--- config.mk ---
export PLATFORM = sky130hd
export DESIGN_NAME = key_frequency_count_table
export DESIGN_NICKNAME = d
export VERILOG_FILES = /design/src/rtl/kfct_pkg.sv /design/src/rtl/key_frequency_count_table.sv /design/src/rtl/kfct_ram.sv
export SDC_FILE = /design/constraint.sdc
export NUM_CORES = 2
export LEC_CHECK = 0
export ABC_CLOCK_PERIOD_IN_PS = 6800
export BUFFER_PORTS_ARGS = -buffer_cell sky130_fd_sc_hd__clkbuf_2
export CORE_UTILIZATION = 57
export DETAILED_ROUTE_END_ITERATION = 10
export PLACE_DENSITY_LB_ADDON = 0.2
export SLEW_MARGIN = 5
export SYNTH_ARGS = -nofsm -noshare
export SYNTH_HDL_FRONTEND = slang
export SYNTH_HIERARCHICAL = 1
export SYNTH_SLANG_ARGS = --single-unit
export TNS_END_PERCENT = 1
--- constraint.sdc ---
create_clock -name clk -period 6.8 [get_ports clk]
set_input_delay 0.34 -clock clk [delete_from_list [all_inputs] [get_ports clk]]
set_output_delay 0.34 -clock clk [all_outputs]
set_load 0.005 [all_outputs]
--- src/rtl/kfct_pkg.sv ---
// Package for the key frequency count table: command codes, result kinds and controller states.
package kfct_pkg;

  // Command codes carried on s_tuser
  localparam logic [1:0] CMD_RECORD = 2'd0;
  localparam logic [1:0] CMD_REPORT = 2'd1;
  localparam logic [1:0] CMD_CLEAR  = 2'd2;
  localparam logic [1:0] CMD_UNUSED = 2'd3;  // ignored, no results

  // Result kinds carried on m_tuser
  localparam logic KIND_ENTRY   = 1'b0;
  localparam logic KIND_DROPPED = 1'b1;

  // Controller states, one-hot
  typedef enum logic [6:0] {
    ST_IDLE    = 7'b0000001,
    ST_REC_RD  = 7'b0000010,
    ST_REC_CMP = 7'b0000100,
    ST_REC_END = 7'b0001000,
    ST_SC_RD   = 7'b0010000,
    ST_SC_CMP  = 7'b0100000,
    ST_OUT     = 7'b1000000
  } state_t;

endpackage

--- src/rtl/key_frequency_count_table.sv ---
// Key frequency count table: counts keys and reports them sorted by count.
//
// Input channel (s_*): one transfer is one command. s_tuser is the command
// (record, report, clear), s_tdata the key used by record.
// Output channel (m_*): m_tdata holds key and count, m_tuser the kind
// (report entry or dropped record), m_tlast marks the final result of a command.
// Record walks the used entries through the key and count RAMs (registered
// read) until it finds the key and updates its count, or else appends it. A
// record of an unknown key into a full table gives one dropped result. Report
// runs one scan over the used entries per result, picking the highest count
// not yet sent, earliest entry on ties: n results for n used entries. Clear
// empties the table without leaving the idle state.
// One command is worked on at a time; s_tready is high only while idle.
// A stalled receiver holds the result register and the scan waits for it.
// Reset empties the table at once; the RAMs need no clearing.
module key_frequency_count_table
  import kfct_pkg::*;
#(
  parameter int ENTRIES    = 64,
  parameter int KEY_BITS   = 32,
  parameter int COUNT_BITS = 32
) (
  input  logic        clk,
  input  logic        rst,
  input  logic        s_tvalid,
  output logic        s_tready,
  input  logic [31:0] s_tdata,   // [31:0] key
  input  logic [1:0]  s_tuser,   // [1:0] command
  output logic        m_tvalid,
  input  logic        m_tready,
  output logic [63:0] m_tdata,   // [31:0] entry_key, [63:32] entry_count
  output logic        m_tuser,   // [0] kind
  output logic        m_tlast
);

  localparam int AW = $clog2(ENTRIES);
  localparam int UW = $clog2(ENTRIES + 1);

  state_t                state;
  logic [UW-1:0]         used;
  logic [UW-1:0]         ptr;
  logic [UW-1:0]         remaining;
  logic [KEY_BITS-1:0]   key_r;
  logic [ENTRIES-1:0]    done;
  logic                  have_best;
  logic [COUNT_BITS-1:0] best_cnt;
  logic [KEY_BITS-1:0]   best_key;
  logic [AW-1:0]         best_idx;

  // RAM ports
  logic                  key_we, cnt_we;
  logic [AW-1:0]         waddr, raddr;
  logic [KEY_BITS-1:0]   key_wdata, key_rd;
  logic [COUNT_BITS-1:0] cnt_wdata, cnt_rd;

  logic                  s_fire;
  logic [KEY_BITS+31:0]  key_in_ext;
  logic [KEY_BITS-1:0]   key_in;
  logic [KEY_BITS+31:0]  best_key_ext;
  logic [COUNT_BITS+31:0] best_cnt_ext;

  assign s_tready   = (state == ST_IDLE);
  assign s_fire     = s_tvalid && s_tready;
  assign key_in_ext = {{KEY_BITS{1'b0}}, s_tdata};
  assign key_in     = key_in_ext[KEY_BITS-1:0];
  assign best_key_ext = {32'd0, best_key};
  assign best_cnt_ext = {32'd0, best_cnt};

  kfct_ram #(.WIDTH(KEY_BITS), .DEPTH(ENTRIES)) u_key_ram (
    .clk(clk), .we(key_we), .waddr(waddr), .wdata(key_wdata),
    .raddr(raddr), .rdata(key_rd)
  );

  kfct_ram #(.WIDTH(COUNT_BITS), .DEPTH(ENTRIES)) u_cnt_ram (
    .clk(clk), .we(cnt_we), .waddr(waddr), .wdata(cnt_wdata),
    .raddr(raddr), .rdata(cnt_rd)
  );

  // RAM access: read at the walk pointer, write on hit or append
  always_comb begin
    raddr     = ptr[AW-1:0];
    key_we    = 1'b0;
    cnt_we    = 1'b0;
    waddr     = ptr[AW-1:0];
    key_wdata = key_r;
    cnt_wdata = cnt_rd;
    if (state == ST_REC_CMP && key_rd == key_r) begin
      cnt_we    = 1'b1;
      cnt_wdata = (cnt_rd == {COUNT_BITS{1'b1}}) ? cnt_rd : cnt_rd + 1'b1;
    end else if (state == ST_REC_END && used < UW'(ENTRIES)) begin
      key_we    = 1'b1;
      cnt_we    = 1'b1;
      waddr     = used[AW-1:0];
      cnt_wdata = COUNT_BITS'(1);
    end
  end

  // Controller
  always_ff @(posedge clk) begin
    if (rst) begin
      state    <= ST_IDLE;
      used     <= '0;
      m_tvalid <= 1'b0;
    end else begin
      case (state)
        ST_IDLE: begin
          if (s_fire) begin
            key_r     <= key_in;
            ptr       <= '0;
            have_best <= 1'b0;
            done      <= '0;
            remaining <= used;
            case (s_tuser)
              CMD_RECORD: state <= ST_REC_RD;
              CMD_REPORT: if (used != '0) state <= ST_SC_RD;
              CMD_CLEAR:  used <= '0;
              default:    state <= ST_IDLE;
            endcase
          end
        end
        ST_REC_RD: begin
          state <= (ptr == used) ? ST_REC_END : ST_REC_CMP;
        end
        ST_REC_CMP: begin
          if (key_rd == key_r) begin
            state <= ST_IDLE;
          end else begin
            ptr   <= ptr + 1'b1;
            state <= ST_REC_RD;
          end
        end
        ST_REC_END: begin
          if (used < UW'(ENTRIES)) begin
            used  <= used + 1'b1;
            state <= ST_IDLE;
          end else begin
            m_tvalid <= 1'b1;
            m_tuser  <= KIND_DROPPED;
            m_tdata  <= {32'd0, key_r_low()};
            m_tlast  <= 1'b1;
            state    <= ST_OUT;
          end
        end
        ST_SC_RD: begin
          if (ptr == used) begin
            // scan over: send the best entry not yet reported
            m_tvalid       <= 1'b1;
            m_tuser        <= KIND_ENTRY;
            m_tdata        <= {best_cnt_ext[31:0], best_key_ext[31:0]};
            m_tlast        <= (remaining == UW'(1));
            done[best_idx] <= 1'b1;
            remaining      <= remaining - 1'b1;
            state          <= ST_OUT;
          end else begin
            state <= ST_SC_CMP;
          end
        end
        ST_SC_CMP: begin
          if (!done[ptr[AW-1:0]] && (!have_best || cnt_rd > best_cnt)) begin
            have_best <= 1'b1;
            best_cnt  <= cnt_rd;
            best_key  <= key_rd;
            best_idx  <= ptr[AW-1:0];
          end
          ptr   <= ptr + 1'b1;
          state <= ST_SC_RD;
        end
        ST_OUT: begin
          if (m_tready) begin
            m_tvalid  <= 1'b0;
            ptr       <= '0;
            have_best <= 1'b0;
            state     <= m_tlast ? ST_IDLE : ST_SC_RD;
          end
        end
        default: state <= ST_IDLE;
      endcase
    end
  end

  // Low 32 bits of the held key for a dropped result
  function automatic logic [31:0] key_r_low();
    logic [KEY_BITS+31:0] ext;
    ext = {32'd0, key_r};
    return ext[31:0];
  endfunction

`ifndef NO_ASSERTIONS
  a_used_bound: assert property (@(posedge clk) disable iff (rst)
    used <= UW'(ENTRIES)) else $error("entry count above table size");
  a_idle_no_out: assert property (@(posedge clk) disable iff (rst)
    s_tready |-> !m_tvalid) else $error("result pending while idle");
  a_drop_last: assert property (@(posedge clk) disable iff (rst)
    (m_tvalid && m_tuser == KIND_DROPPED) |-> (m_tlast && m_tdata[63:32] == 32'd0))
    else $error("malformed dropped result");
  a_clear: assert property (@(posedge clk) disable iff (rst)
    (s_tvalid && s_tready && s_tuser == CMD_CLEAR) |=> (used == '0))
    else $error("clear did not empty table");
`endif

endmodule

--- src/rtl/kfct_ram.sv ---
// Generic single-port-write, single-port-read RAM with a registered read.
module kfct_ram #(
  parameter int WIDTH = 32,
  parameter int DEPTH = 64
) (
  input  logic                     clk,
  input  logic                     we,
  input  logic [$clog2(DEPTH)-1:0] waddr,
  input  logic [WIDTH-1:0]         wdata,
  input  logic [$clog2(DEPTH)-1:0] raddr,
  output logic [WIDTH-1:0]         rdata
);

  logic [WIDTH-1:0] mem [DEPTH];

  always_ff @(posedge clk) begin
    if (we) begin
      mem[waddr] <= wdata;
    end
    rdata <= mem[raddr];
  end

endmodule

### After elaboration in Yosys (flattened, before gate mapping)

Memory sizes are Yosys's and may differ from the RTL's. A register that Yosys moved wholly into a read port is not among the register bits.
Cells that the tools add are included.
W data, S select, Z words.

* bits in registers: 262
* bits in writable memories: 4096
* output and inout port bits: 68
* memories: 2

* $lt $le $gt $ge: 5
* bitwise logic cells: 2
* reduce and logical (&&, ||, !) cells: 25
* multiplexer cells: 54
* equality and inequality tests: 23
* add/sub/neg operators: 4

Memories
* u_cnt_ram.mem: words 64, bits a word 32, read ports 1, clocked after Yosys merged registers in 1, wr ports 1, RTL line kfct_ram.sv:14 `logic [WIDTH-1:0] mem [DEPTH];`
* u_key_ram.mem: words 64, bits a word 32, read ports 1, clocked after Yosys merged registers in 1, wr ports 1, RTL line kfct_ram.sv:14

Operators with widths (count)
* $mux W64: 4
* $pmux W64 S2: 2
* $mux W32: 3
* $mux W7: 13
* $or A64 B64 Y64: 1
* $pmux W7 S7: 1
* $add A32 B1 Y32 const B: 1
* $eq A32 B32 Y1: 1
* $eq A32 B32 Y1 const B: 1
* $gt A32 B32 Y1: 1
* $pmux W7 S2: 2
* $pmux W7 S4: 1
* $pmux W7 S3: 1
* $reduce_and A4 Y1: 5
* $mux W1: 16
* $add A7 B1 Y7 const B: 2
* $eq A7 B1 Y1 const B: 2
* $lt A6 B7 Y1 const B: 2
* $mux W6: 2
* $ne A2 B2 Y1 const B: 6
* $reduce_and A5 Y1: 2
* $eq A7 B2 Y1 const B: 1
* $eq A7 B3 Y1 const B: 1
* $eq A7 B4 Y1 const B: 1
* 28 further kinds: 41

### Logic depth before layout (Yosys ltp)

* depth after elaboration: 7
* gate-level depth with buffers: 11
* gate-level depth less buffers: 9

### Cells and area by module

The synthesis kept the hierarchy.

Modules (own cells, without submodules)
* kfct_ram at u_key_ram: area each 78515.3 um^2, cells each 3324, instances 1
* kfct_ram at u_cnt_ram: area each 78512.8 um^2, cells each 3324, instances 1
* key_frequency_count_table: area each 12533.3 um^2, cells each 1079, instances 1

### Least setup slack after synthesis

OpenSTA, ideal clock, no wires.

* path kind: reg2reg
* start point: register ptr[1]
* end point: register done[0] (enable)
* arrival time: 6.459 ns
* path slack: -0.247 ns
* required time: 6.212 ns
* cell stages (with the launch flop): 9
* path through: edfxtp_1 > clkbuf_1 > buf_1 > xor2_1 > nor4_1 > nand4_1 > nand2_1 > o21ai_0 > nor3_1

* cells in the longest elaborated chain, start to end: 3

RTL lines
* start: declaration: RTL line key_frequency_count_table.sv:41 `logic [UW-1:0] ptr;`
* start signal: assignment: RTL line key_frequency_count_table.sv:128 `ptr <= ptr + 1'b1;`
* start signal: assignment: RTL line key_frequency_count_table.sv:165 `ptr <= ptr + 1'b1;`
* $eq A7 B7 Y1: RTL line key_frequency_count_table.sv:145 `if (ptr == used) begin`
* $ne A2 B2 Y1 (no source line)
* $reduce_and A4 Y1 (no source line)
* end signal: assignment: RTL line key_frequency_count_table.sv:111 `done <= '0;`
* end signal: indexed assignment: RTL line key_frequency_count_table.sv:151 `done[best_idx] <= 1'b1;`
* end: declaration: RTL line key_frequency_count_table.sv:44 `logic [ENTRIES-1:0] done;`

Every way passes these cells.
A chain may end at the register's enable or synchronous reset.

### Worst setup path in the final report

* start point: register key_r[29]
* end point: memory u_cnt_ram.mem[12][28] (enable)

* cells in the longest elaborated chain, start to end: 5

RTL lines
* start: declaration: RTL line key_frequency_count_table.sv:43 `logic [KEY_BITS-1:0] key_r;`
* start signal: assignment: RTL line key_frequency_count_table.sv:108 `key_r <= key_in;`
* $eq A32 B32 Y1: RTL line key_frequency_count_table.sv:87 `if (state == ST_REC_CMP && key_rd == key_r) begin`
* $logic_and A1 B1 Y1: RTL line key_frequency_count_table.sv:87
* $mux W1: RTL line key_frequency_count_table.sv:87
* named net cnt_we: RTL line key_frequency_count_table.sv:51 `logic key_we, cnt_we;`
* $mux W1: RTL line kfct_ram.sv:17 `if (we) begin`
* $mux W1 (not written as such): RTL line kfct_ram.sv:18 `mem[waddr] <= wdata;`
* end: declaration: RTL line kfct_ram.sv:14

The timed path passes the listed nets, and every way through them passes these cells.

==> impl_results.md <==
- Wire length per cell: 34.52 um
- Number of synthesized flops with an enable pin: 4343
- Tot Pwr: 58.60 mW
- Area enclosed by the die boundary: 0.2997 mm^2
- Global router's overall resource usage: 28.86%
- Worst hold path endpoint: used[1]
- Clock latency of the later-clocked register in the worst-skew pair: 0.94 ns
- HPWL Detailed: 252100 um
- Clk pin slew, worst setup/hold paths: 0.06 ns
- DRT antenna net count: 0
- Row count: 199
- Maximum resistive drop on vdd: 0.2709 mV
- Endpoint of the worst register-to-register path: u_cnt_ram/mem[12][28]
- Initial core utilization: 57.52%
- Top-level port count: 106
- Layout Cell Area excl Fill: 0.1913 mm^2
- Result of the run: complete, no violations
- Min-delay src: s_tvalid
- Buffers inserted by post-CTS timing repair: 0
- Number of global-route vias before repair: 83259
- Highest clock rate: 186.3 MHz
- Maximum capacitance violations: 0
- Routed vias/inst: 6.706
- Total iterations of the first detailed-routing run: 8
- Final setup TNS: 0 ns
- Largest clock skew in the final design: 0.04753 ns
- Worst-case setup margin in the final layout: 1.432 ns
- Post-Synthesis Cells: 7727
- Critical Path AT: 5.98 ns
- Master cell of the clock root buffer: clkbuf_16
- Reg-to-Reg Start: key_r[29]
- Final hold slack: 0.1321 ns
- Post-synth cell types: 68
- Worst Hold Path Cells: 4
- Synthesized flop and latch total: 4422
- Final critical path time including I/O delays and setup: 5.368 ns
- Iteration-0 DRC count of the detailed router: 10912
- Worst Hold Class: input pin to flop
- Max-slew violation total from the final report: 0
- RSZ-0062 raised after global routing: no
- Maximum clock insertion buffer count: 4
- Mean post-synth cell area: 21.94 um^2
- Placed inst area: 0.1769 mm^2
- Chip width: 547.4 um
- Number of clock buffers inserted by TritonCTS: 424
- Static Leakage: 59.71 nW
- Final hold violation count: 0
- Final number of setup-violating endpoints: 0
- Transition time at the pin with the least slew margin: 1.376 ns
- Final estimated routing congestion in global placement: 0.8940
- Main area contributors after synthesis: edfxtp_1 77%, mux4_2 15%, mux2i_1 1.2%, dfxtp_1 0.93%, nor2_1 0.91%
- Clock sinks: 4422
- Crit path max fanout: 19
- Most common cell after layout, fill and taps aside: edfxtp_1
- Post-synthesis async set-or-reset flop share: 0%
- DR vias: 83422
- R2r worst-path depth: 10
- Number of standard cells in the layout, taps in and fillers out: 12439
- Largest area contributor in the netlist: edfxtp_1
- Die height: 547.4 um
- Worst setup slack after placement: 1.554 ns
- Count of buffers inserted at the top-level ports: 105
- Type of the worst setup path: flop to flop
- Final Cycle Share: 78.93%
- Clock tree from TritonCTS: built
- Layout net count: 8247
- Kind of end point of the critical path: flop
- Seq/Total Area, Yosys: 77.85%
- Core area: 0.2948 mm^2
- Area share of the largest cell type after synthesis: 76.91%
- Final standard cell utilization of the core: 64.87%
- Setup crit start kind: flop
- Share of final-layout standard cells stronger than drive strength 1: 27.03%
- Leading cell types in the layout, fill and taps excluded: 4343 x edfxtp_1, 1104 x mux4_2, 430 x clkbuf_16, 283 x nor2_1, 264 x buf_4
- Antenna violations before repair: 13
- Total Wirelength: 429400 um
- Predominant post-synthesis flop cell: edfxtp_1
- Required time at the endpoint of the critical path: 7.41 ns
- Cell area after synthesis: 0.1696 mm^2
- Number of nets produced by synthesis: 7803
- Relative area change from synthesis to final layout: 12.79%
- Worst rel slew slack: 8.025%
- Cell Pwr Density: 306.4 mW/mm^2
- Total number of yosys warnings: 6
- Global-route wire length before repair: 610600 um
- Reg-to-reg slack, setup: 1.43 ns
- Pin count of the biggest net entering global routing: 130
- H-tree levels: 5
- Drt drc: 0
- DP Cell Count: 11622
- Overflow left after global routing: 0
worst max-delay path by stage:
stage                         start                     to  slack, ns  depth (start not counted)
after floorplan           key_r[23]    u_cnt_ram/mem[0][5]      -0.23                          8
after global placement    key_r[29]  u_cnt_ram/mem[12][14]       1.54                         10
after detailed placement  key_r[29]  u_cnt_ram/mem[12][23]       1.55                         10
after CTS                 key_r[29]  u_cnt_ram/mem[12][23]       1.50                         10
after global routing      key_r[29]  u_cnt_ram/mem[12][23]       1.35                         10
final                     key_r[29]  u_cnt_ram/mem[12][28]       1.43                         10
logic make-up after synthesis:
kind of cell,share of synthesized area [%]
flops,77.85
mux,15.83
simple gates,2.300
compound gates,2.162
buf+inv,1.305
xor+xnor,0.2738
fa+ha+maj,0.2804
routing by layer:
metal | GRT usage [%] | up-vias | routed length [um]
met5 | 0.2058 | - | 98
met4 | 13.06 | 4 | 22110
met3 | 4.723 | 825 | 39770
met2 | 45.42 | 4642 | 205700
met1 | 40.39 | 44556 | 161700
li1 | - | 33395 | -
final cells by class:
| type | instances | area [um^2] |
|---|---|---|
| diodes | 8 | 20.02 |
| clock buffers | 510 | 11150 |
| clock inverters | 257 | 2675 |
| fillers | 18964 | 103600 |
| inverters | 51 | 193.9 |
| multi-input cells | 2832 | 36750 |
| flip-flops and latches | 4422 | 132000 |
| well taps | 3919 | 4903 |
| repair buffers | 440 | 3561 |
synthesized netlist by cell type (26+ instances only):
| library cell | n |
|---|---|
| nand3_1 | 32 |
| mux4_2 | 1104 |
| nand2_1 | 216 |
| edfxtp_1 | 4343 |
| a22oi_1 | 26 |
| nor2b_1 | 36 |
| buf_4 | 53 |
| nor3_1 | 29 |
| ha_1 | 38 |
| inv_1 | 49 |
| nand4_1 | 32 |
| mux2i_1 | 197 |
| o22ai_1 | 168 |
| nor2_1 | 410 |
| dfxtp_1 | 79 |
| xnor2_1 | 40 |
| buf_1 | 47 |
| buf_2 | 118 |
| clkbuf_1 | 192 |
| o221ai_1 | 54 |
| a21oi_1 | 212 |
flip-flops by register name (all words and copies together), names as in the netlist, 6 cells and up:
signal	flops
best_key	32
ptr	7
state	7
u_key_ram/rdata	32
done	64
best_cnt	32
best_idx	6
u_key_ram/mem	2048
key_r	32
u_cnt_ram/mem	2048
remaining	7
used	7
m_tdata	64
u_cnt_ram/rdata	32
worst max-delay path, stage by stage (launching register included):
cell	delay (ns)
edfxtp_1	0.47
xnor2_1	0.20
nand4_1	0.21
nor4_2	0.73
buf_4	0.24
nand3_1	0.42
nand2_1	0.42
nor2b_1	0.30
nand2_1	0.66
nor2_4	1.06
buf_4	0.33
where the power goes:
part | internal, mW | total [mW] | switching [mW]
combinational | 1.36 | 4.27 | 2.91
sequential | 30.6 | 30.8 | 0.168
clock | 13.6 | 23.5 | 9.92
total | 45.6 | 58.6 | 13.0
timing repair:
item	4_1_cts	5_1_grt
setup endpoints to repair	0	0
hold buffers	38	0
gates resized for setup	0	0
hold endpoints to repair	42	0
No activity file was read; power rests on OpenSTA's default activity.
